## src/hdl/sla_pkg.sv

```systemverilog
// ---------------------------------------------------------------------------
// sla_pkg
// Shared types and constants of the subsumption layer arbiter.
// ---------------------------------------------------------------------------
package sla_pkg;

  // field widths
  localparam int TIME_W  = 32;
  localparam int TMO_W   = 16;
  localparam int CNT_W   = 4;
  localparam int LAYER_W = 3;
  localparam int WORD_W  = 64;
  localparam int MODE_W  = 2;
  localparam int RGB_W   = 24;
  localparam int CFG_W   = 16;
  localparam int IDX_W   = 1;

  // largest layer count the fields can carry
  localparam int FIELD_LIMIT = 8;

  // configuration register indexes
  localparam logic [IDX_W-1:0] REG_LAYER_COUNT = 1'b0;
  localparam logic [IDX_W-1:0] REG_TIMEOUT     = 1'b1;

  // reset values of the configuration registers
  localparam logic [CNT_W-1:0] RST_LAYER_COUNT = 4'd2;
  localparam logic [TMO_W-1:0] RST_TIMEOUT     = 16'd1000;

  // light patterns
  localparam logic [MODE_W-1:0] LIGHT_BLINK = 2'd0;
  localparam logic [MODE_W-1:0] LIGHT_FILL  = 2'd1;
  localparam logic [MODE_W-1:0] LIGHT_WAFT  = 2'd2;

  localparam logic [RGB_W-1:0] RGB_ORANGE = 24'hFFA500;
  localparam logic [RGB_W-1:0] RGB_RED    = 24'hFF0000;
  localparam logic [RGB_W-1:0] RGB_BLUE   = 24'h0000FF;

  // one stored layer entry as seen by the age check
  typedef struct packed {
    logic              heard;
    logic [TIME_W-1:0] stamp;
  } sla_entry_t;

  // limit a layer count to 1..lim
  function automatic logic [CNT_W-1:0] clamp_count(input logic [CNT_W-1:0] cnt,
                                                   input logic [CNT_W-1:0] lim);
    logic [CNT_W-1:0] c;
    c = cnt;
    if (c == '0) c = 4'd1;
    if (c > lim) c = lim;
    return c;
  endfunction

endpackage

```

## src/hdl/sla_layer_store.sv

```systemverilog
// ---------------------------------------------------------------------------
// sla_layer_store
// Per-layer last-heard time and heard flag, one write and one read port.
// ---------------------------------------------------------------------------
module sla_layer_store #(
  parameter int NUM_LAYERS = 8,
  parameter int IW         = 3
) (
  input  logic                       clk_i,
  input  logic                       rst_ni,
  input  logic                       clr_i,
  input  logic                       wr_en_i,
  input  logic [IW-1:0]              wr_idx_i,
  input  logic [sla_pkg::TIME_W-1:0] wr_time_i,
  input  logic [IW-1:0]              rd_idx_i,
  output sla_pkg::sla_entry_t        rd_entry_o
);
  import sla_pkg::*;

  logic [TIME_W-1:0]     stamp_q [NUM_LAYERS];
  logic [NUM_LAYERS-1:0] heard_q;

  // heard flags, cleared on reset and on reconfiguration
  always_ff @(posedge clk_i or negedge rst_ni) begin
    if (!rst_ni) begin
      heard_q <= '0;
    end else if (clr_i) begin
      heard_q <= '0;
    end else if (wr_en_i) begin
      heard_q[wr_idx_i] <= 1'b1;
    end
  end

  // time stamps, only meaningful while the flag is set
  always_ff @(posedge clk_i) begin
    if (wr_en_i) begin
      stamp_q[wr_idx_i] <= wr_time_i;
    end
  end

  // read port
  assign rd_entry_o.heard = heard_q[rd_idx_i];
  assign rd_entry_o.stamp = stamp_q[rd_idx_i];

endmodule

```

## src/hdl/sla_age_check.sv

```systemverilog
// ---------------------------------------------------------------------------
// sla_age_check
// Shared liveness unit: wrapping age subtract and timeout compare.
// ---------------------------------------------------------------------------
module sla_age_check (
  input  sla_pkg::sla_entry_t        entry_i,
  input  logic [sla_pkg::TIME_W-1:0] now_i,
  input  logic [sla_pkg::TMO_W-1:0]  timeout_i,
  output logic                       alive_o
);
  import sla_pkg::*;

  logic [TIME_W-1:0] age;

  // age modulo 2^32, alive while strictly below the timeout
  assign age     = now_i - entry_i.stamp;
  assign alive_o = entry_i.heard && (age < TIME_W'(timeout_i));

endmodule

```

## src/hdl/subsumption_layer_arbiter.sv

```systemverilog
// ---------------------------------------------------------------------------
// subsumption_layer_arbiter
// Fixed-priority layer arbiter with liveness timeout and light reporting.
// ---------------------------------------------------------------------------
//  channel   direction  handshake                 payload
//  in        input      in_valid_i / in_ready_o   source_layer, time_ms, command_word
//  out       output     out_valid_o / out_ready_i forward_valid, forwarded_word,
//                                                 current_layer, light_change,
//                                                 light_mode, light_rgb
//  cfg       input      cfg_we_i                  cfg_index_i, cfg_data_i
//
//  A request from a layer in use is passed to the age check, which visits layers
//  0..source_layer one per cycle, lowest first until a live one. A request from
//  a layer not in use goes straight to the output register.
//  The input is ready only while the sequencer is idle; a finished result waits
//  in the output register and the sequencer holds in its last state while that
//  register is full and not taken.
//  Reset clears heard flags and sets the active layer to the reset count - 1.
module subsumption_layer_arbiter #(
  parameter int MAX_LAYERS = 8
) (
  input  logic                                clk_i,
  input  logic                                rst_ni,
  // configuration
  input  logic                                cfg_we_i,
  input  logic [sla_pkg::IDX_W-1:0]           cfg_index_i,
  input  logic [sla_pkg::CFG_W-1:0]           cfg_data_i,
  // input requests
  input  logic                                in_valid_i,
  output logic                                in_ready_o,
  input  logic [sla_pkg::LAYER_W-1:0]         source_layer_i,
  input  logic [sla_pkg::TIME_W-1:0]          time_ms_i,
  input  logic [sla_pkg::WORD_W-1:0]          command_word_i,
  // results
  output logic                                out_valid_o,
  input  logic                                out_ready_i,
  output logic                                forward_valid_o,
  output logic [sla_pkg::WORD_W-1:0]          forwarded_word_o,
  output logic [sla_pkg::LAYER_W-1:0]         current_layer_o,
  output logic                                light_change_o,
  output logic [sla_pkg::MODE_W-1:0]          light_mode_o,
  output logic [sla_pkg::RGB_W-1:0]           light_rgb_o
);
  import sla_pkg::*;

  localparam int LIM     = (MAX_LAYERS < FIELD_LIMIT) ? MAX_LAYERS : FIELD_LIMIT;
  localparam int LW      = (LIM > 1) ? $clog2(LIM) : 1;
  localparam int RST_CNT = (LIM < 2) ? LIM : 2;
  localparam logic [LW-1:0]    ACTIVE_RST = LW'(RST_CNT - 1);
  localparam logic [CNT_W-1:0] CNT_LIM    = CNT_W'(LIM);

  // sequencer states
  localparam logic [1:0] S_IDLE = 2'd0;
  localparam logic [1:0] S_WALK = 2'd1;
  localparam logic [1:0] S_DONE = 2'd2;

  logic [1:0]        state_q, state_d;
  logic [CNT_W-1:0]  layer_count_q;
  logic [TMO_W-1:0]  timeout_q;
  logic [LW-1:0]     active_q, active_d;
  logic [LW-1:0]     walk_q, walk_d;
  logic              change_q, change_d;
  logic              ignored_q;
  logic [LW-1:0]     src_q;
  logic [TIME_W-1:0] now_q;
  logic [WORD_W-1:0] word_q;

  logic              out_valid_q;
  logic              fwd_q;
  logic [WORD_W-1:0] fwd_word_q;
  logic [LW-1:0]     cur_layer_q;
  logic              light_chg_q;
  logic [MODE_W-1:0] light_mode_q;
  logic [RGB_W-1:0]  light_rgb_q;

  logic [CNT_W-1:0]  eff_cnt, eff_m1, new_m1;
  logic              src_in_use, in_accept, cnt_write, out_load, alive;
  logic              fwd_d;
  logic [MODE_W-1:0] mode_d;
  logic [RGB_W-1:0]  rgb_d;
  sla_entry_t        rd_entry;

  // effective layer count and its limits
  assign eff_cnt    = clamp_count(layer_count_q, CNT_LIM);
  assign eff_m1     = eff_cnt - 4'd1;
  assign new_m1     = clamp_count(cfg_data_i[CNT_W-1:0], CNT_LIM) - 4'd1;
  assign src_in_use = {1'b0, source_layer_i} < eff_cnt;
  assign in_ready_o = (state_q == S_IDLE);
  assign in_accept  = in_valid_i && in_ready_o;
  assign cnt_write  = cfg_we_i && (cfg_index_i == REG_LAYER_COUNT);
  assign out_load   = (state_q == S_DONE) && (!out_valid_q || out_ready_i);

  // layer time store
  sla_layer_store #(
    .NUM_LAYERS (LIM),
    .IW         (LW)
  ) u_store (
    .clk_i      (clk_i),
    .rst_ni     (rst_ni),
    .clr_i      (cnt_write),
    .wr_en_i    (in_accept && src_in_use),
    .wr_idx_i   (source_layer_i[LW-1:0]),
    .wr_time_i  (time_ms_i),
    .rd_idx_i   (walk_q),
    .rd_entry_o (rd_entry)
  );

  // shared age check, one layer per cycle
  sla_age_check u_age (
    .entry_i   (rd_entry),
    .now_i     (now_q),
    .timeout_i (timeout_q),
    .alive_o   (alive)
  );

  // configuration registers
  always_ff @(posedge clk_i or negedge rst_ni) begin
    if (!rst_ni) begin
      layer_count_q <= RST_LAYER_COUNT;
      timeout_q     <= RST_TIMEOUT;
    end else if (cfg_we_i) begin
      unique case (cfg_index_i)
        REG_LAYER_COUNT: layer_count_q <= cfg_data_i[CNT_W-1:0];
        REG_TIMEOUT:     timeout_q     <= cfg_data_i;
        default:         timeout_q     <= timeout_q;
      endcase
    end
  end

  // sequencer: accept, walk layers from 0, wait for the output register
  always_comb begin
    state_d  = state_q;
    walk_d   = walk_q;
    active_d = active_q;
    change_d = change_q;
    if (cnt_write) begin
      active_d = new_m1[LW-1:0];
    end
    unique case (state_q)
      S_IDLE: begin
        if (in_accept) begin
          walk_d   = '0;
          change_d = 1'b0;
          state_d  = src_in_use ? S_WALK : S_DONE;
        end
      end
      S_WALK: begin
        if (alive) begin
          change_d = (walk_q != active_q);
          active_d = walk_q;
          state_d  = S_DONE;
        end else if (walk_q == src_q) begin
          state_d = S_DONE;
        end else begin
          walk_d = walk_q + 1'b1;
        end
      end
      S_DONE: begin
        if (out_load) begin
          state_d = S_IDLE;
        end
      end
      default: state_d = S_IDLE;
    endcase
  end

  always_ff @(posedge clk_i or negedge rst_ni) begin
    if (!rst_ni) begin
      state_q  <= S_IDLE;
      active_q <= ACTIVE_RST;
      change_q <= 1'b0;
      walk_q   <= '0;
    end else begin
      state_q  <= state_d;
      active_q <= active_d;
      change_q <= change_d;
      walk_q   <= walk_d;
    end
  end

  // held request
  always_ff @(posedge clk_i) begin
    if (in_accept) begin
      ignored_q <= !src_in_use;
      src_q     <= source_layer_i[LW-1:0];
      now_q     <= time_ms_i;
      word_q    <= command_word_i;
    end
  end

  // result fields
  always_comb begin
    fwd_d  = !ignored_q && (src_q == active_q);
    mode_d = LIGHT_BLINK;
    rgb_d  = '0;
    if (change_q) begin
      priority if (active_q == '0) begin
        mode_d = LIGHT_BLINK;
        rgb_d  = RGB_ORANGE;
      end else if (active_q == LW'(1)) begin
        mode_d = LIGHT_FILL;
        rgb_d  = RGB_RED;
      end else begin
        mode_d = LIGHT_WAFT;
        rgb_d  = RGB_BLUE;
      end
    end
  end

  // output register
  always_ff @(posedge clk_i or negedge rst_ni) begin
    if (!rst_ni) begin
      out_valid_q <= 1'b0;
    end else if (out_load) begin
      out_valid_q <= 1'b1;
    end else if (out_ready_i) begin
      out_valid_q <= 1'b0;
    end
  end

  always_ff @(posedge clk_i) begin
    if (out_load) begin
      fwd_q        <= fwd_d;
      fwd_word_q   <= fwd_d ? word_q : '0;
      cur_layer_q  <= active_q;
      light_chg_q  <= change_q;
      light_mode_q <= mode_d;
      light_rgb_q  <= rgb_d;
    end
  end

  assign out_valid_o      = out_valid_q;
  assign forward_valid_o  = fwd_q;
  assign forwarded_word_o = fwd_word_q;
  assign current_layer_o  = LAYER_W'(cur_layer_q);
  assign light_change_o   = light_chg_q;
  assign light_mode_o     = light_mode_q;
  assign light_rgb_o      = light_rgb_q;

  // checks
  a_busy_after_accept: assert property (@(posedge clk_i) disable iff (!rst_ni)
    in_accept |=> !in_ready_o)
    else $error("accepted request did not make the block busy");

  a_active_in_range: assert property (@(posedge clk_i) disable iff (!rst_ni)
    active_q <= eff_m1[LW-1:0])
    else $error("active layer outside the layers in use");

  a_walk_bounded: assert property (@(posedge clk_i) disable iff (!rst_ni)
    (state_q == S_WALK) |-> (walk_q <= src_q))
    else $error("walk went past the sending layer");

  a_quiet_light: assert property (@(posedge clk_i) disable iff (!rst_ni)
    (out_valid_o && !light_change_o) |-> (light_rgb_o == '0 && light_mode_o == LIGHT_BLINK))
    else $error("light pattern without a layer change");

endmodule

```

## config.mk

```make
export PLATFORM = sky130hd
export DESIGN_NAME = subsumption_layer_arbiter
export DESIGN_NICKNAME = d
export VERILOG_FILES = /design/src/hdl/sla_pkg.sv /design/src/hdl/sla_layer_store.sv /design/src/hdl/sla_age_check.sv /design/src/hdl/subsumption_layer_arbiter.sv
export SDC_FILE = /design/constraint.sdc
export NUM_CORES = 1
export LEC_CHECK = 0
export ABC_CLOCK_PERIOD_IN_PS = 5500
export BUFFER_PORTS_ARGS = -buffer_cell sky130_fd_sc_hd__buf_4
export CORE_UTILIZATION = 49
export CTS_CLUSTER_SIZE = 24
export DETAILED_ROUTE_END_ITERATION = 10
export GPL_ROUTABILITY_DRIVEN = 0
export PLACE_DENSITY_LB_ADDON = 0.2
export SYNTH_ARGS = -nofsm -noshare
export SYNTH_HDL_FRONTEND = slang
export SYNTH_SLANG_ARGS = --single-unit
```

## constraint.sdc

```tcl
create_clock -name clk_i -period 5.5 [get_ports clk_i]
set_input_delay 1.1 -clock clk_i [delete_from_list [all_inputs] [get_ports clk_i]]
set_output_delay 1.1 -clock clk_i [all_outputs]
set_load 0.01 [all_outputs]
```

=== Word-level counts from Yosys, hierarchy flattened ===
Memory sizes are Yosys's and may differ from the RTL's.
Index checks and enable logic that the tools add are counted.

* Add/sub/neg operators: 3
* $lt $le $gt $ge: 7
* Equality and inequality tests: 12
* Multiplexer cells: 33
* Bitwise logic cells: 3
* Reduce and logical (&&, ||, !) cells: 24

{| class="wikitable"
|+ Operator list
! operator !! count
|-
| 24-bit 2-to-1 mux || 2
|-
| 32-bit by 16-bit less-than comparator with 1-bit output || 1
|-
| 32-bit subtractor || 1
|-
| 3-bit 2-to-1 mux || 7
|-
| 8-bit 2-to-1 mux || 2
|-
| 2-bit 2-to-1 mux || 6
|-
| 4-bit 2-to-1 mux || 3
|-
| 4-bit greater-than comparator, second input constant || 2
|-
| 4-bit zero test || 2
|-
| 3-bit by 4-bit less-than comparator with 1-bit output, second input constant || 2
|-
| 1-bit 2-to-1 mux || 8
|-
| 2-bit inequality test, second input constant || 4
|-
| 8-bit bitwise OR || 1
|-
| 1-bit logical AND || 7
|-
| 3-bit == test || 2
|-
| 2-bit one-hot mux with 3 select lines || 1
|-
| 3-bit one-hot mux with 2 select lines || 1
|-
| 3-bit AND reduction || 2
|-
| 2-bit nonzero test || 3
|-
| 3-bit by 4-bit less-than comparator with 1-bit output || 1
|-
| 2-bit AND reduction || 2
|-
| 4-bit AND reduction || 1
|-
| 3-bit by 1-bit adder with 3-bit output, second input constant || 1
|-
| 1-bit binary-select mux with 3-bit select || 1
|-
| 16 further kinds || 19
|}

* Register bits after elaboration: 233
* RAM bits: 256
* Input port bits: 121
* Output and inout port bits: 97
* Logic and storage cells: 102
* Memories kept: 1

{| class="wikitable"
|+ Memory list
! memory !! words !! bits a word !! read ports !! clocked after Yosys merged registers in !! write ports !! RTL line !! text
|-
| u_store.stamp_q || 8 || 32 || 1 || 0 || 1 || sla_layer_store.sv:20 || <nowiki>logic [TIME_W-1:0] stamp_q [NUM_LAYERS];</nowiki>
|}

=== Depth between registers and ports, before layout ===
* Depth after elaboration: 8
* Gate-level depth with buffers: 24
* Gate-level depth less buffers: 22

=== Hierarchy ===
From an unflattened synthesis, not the netlist that was laid out.

* Cells, all modules: 1171
* Area total of the unflattened synthesis: 19686.4 µm²

{| class="wikitable"
|+ By module, submodules not included
! module !! instances !! cells an instance !! area an instance (µm²) !! sequential area each (µm²)
|-
| sla_layer_store || 1 || 415 || 10095.9 || 7887.6
|-
| subsumption_layer_arbiter || 1 || 403 || 7273.2 || 5955.7
|-
| sla_age_check || 1 || 353 || 2317.2 || 0.0
|}

=== Least setup slack after synthesis ===
No wires, ideal clock.

* Kind: reg2reg
* From: register walk_q[0]
* To: register active_q[1]
* Library setup time: 125 ps
* Data arrival time: 5371 ps
* Required time: 5375 ps
* Slack: 4 ps
* Stages on the path, launching flop included: 23
* Path buffers: 3
* Clock period less this slack: 5496 ps
* Cell sequence: dfrtp_1 > buf_2 > buf_1 > buf_1 > mux4_2 > mux2i_1 > ha_1 > a21oi_1 > o21ai_0 > a21oi_1 > nand2_1 > xor2_1 > ha_1 > a21oi_1 > nor2b_1 > o21ai_0 > o311ai_0 > a211o_1 > nor4_1 > nand4_1 > nor4_4 > nand2_4 > mux2_4

* Word-level cells in the longest chain between the ends: 6
* Elaborated cells between the ends (all ways): 8
* Classes of those cells: 1 x add/sub; 1 x order compare; 4 x mux; 1 x reduce/logical; 1 x memory

{| class="wikitable"
|+ Ends and longest elaborated chain
! element !! RTL line !! text
|-
| start, declared || subsumption_layer_arbiter.sv:61 || <nowiki>logic [LW-1:0] walk_q, walk_d;</nowiki>
|-
| start signal, assigned || subsumption_layer_arbiter.sv:177 || <nowiki>walk_q <= walk_d;</nowiki>
|-
| memory read 8 x 32 bit || -- ||
|-
| 32-bit subtractor || sla_age_check.sv:16 || <nowiki>assign age = now_i - entry_i.stamp;</nowiki>
|-
| 32-bit by 16-bit less-than comparator with 1-bit output || sla_age_check.sv:17 || <nowiki>assign alive_o = entry_i.heard && (age < TIME_W'(timeout_i));</nowiki>
|-
| 1-bit logical AND * || sla_age_check.sv:17 ||
|-
| 3-bit 2-to-1 mux * || subsumption_layer_arbiter.sv:148 || <nowiki>if (alive) begin</nowiki>
|-
| 3-bit 2-to-1 mux * || subsumption_layer_arbiter.sv:139 || <nowiki>unique case (state_q)</nowiki>
|-
| via active_d[1] || subsumption_layer_arbiter.sv:60 || <nowiki>logic [LW-1:0] active_q, active_d;</nowiki>
|-
| end signal, assigned || subsumption_layer_arbiter.sv:175 || <nowiki>active_q <= active_d;</nowiki>
|-
| end, declared || subsumption_layer_arbiter.sv:60 ||
|}

The timed path passes the listed nets; every way through them passes the cells marked *. The select of a mux whose other input is x is not followed.
A chain may end at the register's enable or synchronous reset.

=== Worst setup path after layout ===
Ends and elaborated chain as after synthesis.

==> key figures <==
Cells and area
  • Fin cells: 1953
  • Nets@finish: 1570
  • Leading cell type in the layout, fill and taps excluded: edfxtp_1
  • Synth-to-Final Area Change: 20.2%
  • Most frequent cells in the layout: edfxtp_1 (429), buf_4 (246), and2_1 (67)
  • Fillcell total: between 2000 and 3000
  • Layout cells sized above 1: 31.4%
  • # diodes: 0
  • Fin util: about 60%

Worst setup path
  • Worst Path Required: 5.96 ns
  • Crit path largest cell delay: around 0.5 ns
  • CP Capture Type: register
  • CP Max Fanout: 8
  • Kind of critical path: reg2reg
  • Worst EP arrival: 5.77 ns
  • CP startpoint: walk_q[0]$_DFFE_PN0P_
  • Critical path startpoint category: register
  • Slowest-stage cell, CP: dfrtp_4
  • Most common cell on crit path: nand2_1
  • Reg-to-reg startpoint: walk_q[0]$_DFFE_PN0P_

Floorplanning
  • Num rows: 72
  • Io pins: around 220
  • Die Footprint: between 0.04 and 0.05 mm^2
  • Die Height: roughly 200 um
  • Core footprint: 0.0390 mm^2
  • Initial Util: roughly 50%
  • Die width: 202 um

Timing
  • Max-slew violations: 0
  • Fraction of the cycle the final worst path needs: 96.5%
  • Final setup violation count: 0
  • Final Critical Period: between 5 and 6 ns
  • Final setup skew: between 0.02 and 0.025 ns
  • Worst-Margin Slew: 0.896 ns
  • Fmax achieved: between 0.15 and 0.2 GHz
  • Setup ws final: 0.192 ns
  • Hold Vio Cnt, Final: 0
  • Rel. slew slack: 40.3%

Placement
  • Placed insts: approximately 1900
  • Port bufs: approximately 210
  • DPL Wire Length: 26.2 mm
  • Dpl ws: 0.114 ns

Synthesis
  • Mux share of post-synthesis cell area: 10.7%
  • Post-synth cell types: 68
  • Mean Syn Cell Area: about 17 um^2
  • EDFF count, synth: 429
  • Ys flop type: edfxtp_1
  • Largest family of logic cells by synthesized area: multiplexers
  • Yosys warning count: 0
  • Complex-gate fraction of the synthesized area: under 10%
  • Xor and xnor area share after synthesis: 1.43%
  • Simple-gate share of the synthesized area: 6.48%
  • Post-synthesis instance area: about 0.020 mm^2
  • Synthesized flop and latch total: 467
  • Adder-cell area share of the yosys netlist: 3.43%
  • Synth async-reset ratio: 8.14%
  • Post-synthesis cell count: 1151
  • Sequential share of the synthesized area: a little over 70%

Drt
  • 1st-pass router iterations: 5
  • DRT Wirelength: roughly 40 mm
  • Per-cell routed wire length: ~21 um
  • # DRC: 0
  • Iter 0 DRT Violations: about 630
  • Via density: 5.54
  • Routed vias: 10817
  • Antenna-violating nets left: 0

Pwr
  • Static leakage: a little under 0.009 uW
  • Total power per unit cell area: 505 mW/mm^2
  • Peak VDD IR: around 0.26 mV

GRT
  • Largest net degree at the start of global routing: 74
  • Met2 GRT Util: between 30% and 40%
  • Total grt overflow: 0
  • Initial antenna violation count: 0
  • GR Util met1: roughly 28%
  • Most Crowded Layer GR: met2
  • GR Util met3: 4.06%
  • First-pass GRT wire length: 62.3 mm
  • Total GRT Usage: slightly above 20%
  • Vias in the first global route: between 10000 and 15000

Clock tree
  • Worst-path clk slew: 0.06 ns
  • Clk Latency, worst-skew pair: 0.58 ns
  • # hold bufs at CTS: 0
  • TritonCTS clock tree: built
  • CTS root buffer: clkbuf_16
  • CTS sink cnt: about 470
  • H-tree depth: 2
  • CTS Buf Count: 49
  • Clock Tree Buf Depth: 3

Status
  • Status: finished, final reports clean

Min path
  • Worst hold-check path type: in2async

Flow run
  • Maximum Capacitance Violations: 0
## critical path, delay by kind of cell, from the launching register on
family                   cells  cell delay (ns)
AND/OR/NAND/NOR              9             1.26
AO/OA/AOI/OAI                7             1.04
adder cells (fa/ha/maj)      3             0.93
multiplexers                 2             0.77
buffers and inverters        3             0.53
flip-flops                   1             0.49
XOR/XNOR                     1             0.15
## cell type report
class	instances	area, um^2	area share, %
clock buffer	63	1330	5.66
clock inverter	27	265	1.13
tap	518	648	2.75
timing repair buffer	250	1910	8.11
multi-input combinational	600	5420	23.0
inverter	28	108	0.457
sequential	467	13900	58.9
## through the flow
stage | hold WS [ns] | power (uW) | setup TNS, ns | area, um^2
2_1_floorplan | 0.459 | 7460 | 0 | 19600
3_3_place_gp | 0.467 | 8530 | 0 | 21800
3_5_place_dp | 0.474 | 8580 | 0 | 21800
4_1_cts | 0.471 | 11900 | 0 | 23400
5_1_grt | 0.499 | 12500 | -0.0229 | 23500
6_report | 0.487 | 11900 | 0 | 23500
## final timing paths
path,endpoint,slack [ns],cells past startpoint
min reg2reg,u_store.heard_q[7]$_DFFE_PN0P_,0.49,1
max,active_q[1]$_DFF_PN0_,0.19,25
max reg2reg,active_q[1]$_DFF_PN0_,0.19,25
max in group asynchronous,walk_q[0]$_DFFE_PN0P_,4.60,1
min in group clk_i,u_store.heard_q[7]$_DFFE_PN0P_,0.49,1
min,timeout_q[11]$_DFFE_PN0P_,0.49,1
## metal layers
layer,share of wire [%],wire [um]
met1,45,18300
met4,2.3,964
met3,5.8,2380
met5,0,0
met2,47,19400
## flip-flops by register name, indices dropped and copies added, names as in the netlist, 4 cells and up
register / cells
u_store.heard_q: 8
forwarded_word_o: 64
u_store.stamp_q: 256
timeout_q: 16
word_q: 64
now_q: 32
layer_count_q: 4
## where the power goes
part / leakage (uW) / internal (uW) / switching (uW) / total (uW)
Clock: 0.000778 / 1940 / 1320 / 3260
Sequential: 0.00442 / 4360 / 150 / 4510
Combinational: 0.00352 / 1780 / 2320 / 4110
## Yosys cell counts (all sizes together), types with 7 or more instances
cell type,count,area share [%]
a21o,8,0.31
a21oi,49,1.3
a31oi,7,0.22
and2,68,2.2
buf,40,1.3
clkbuf,19,0.36
dfrtp,30,3.8
dfstp,8,1.1
edfxtp,429,66
ha,52,3.3
inv,28,0.54
mux2,24,1.4
mux2i,35,1.8
mux4,65,7.5
nand2,50,1.0
nand2b,14,0.45
nand3,9,0.23
nand4,9,0.29
nor2,45,0.86
nor2b,8,0.26
nor3,11,0.28
o21a,17,0.65
o21ai,33,0.84
xnor2,17,0.76
xor2,15,0.67
## what timing repair did
item,4_1_cts,5_1_grt
resized for setup,0,11
setup buffers,0,12
endpoints found under the setup margin,0,9
hold endpoints to repair,0,0
## logic make-up (layout without fill, tap and decap cells)
logic type / count (synthesis) / count (layout)
adders and majority gates: 53 / 53
DFF: 467 / 467
and+or+nand+nor: 234 / 234
muxes: 124 / 124
AOI/OAI and AO/OA: 153 / 153
xor gates and xnor gates: 32 / 32
other: 1 / 4
buffers and inverters: 87 / 368
Note: power is estimated with default switching activity, not from simulation.
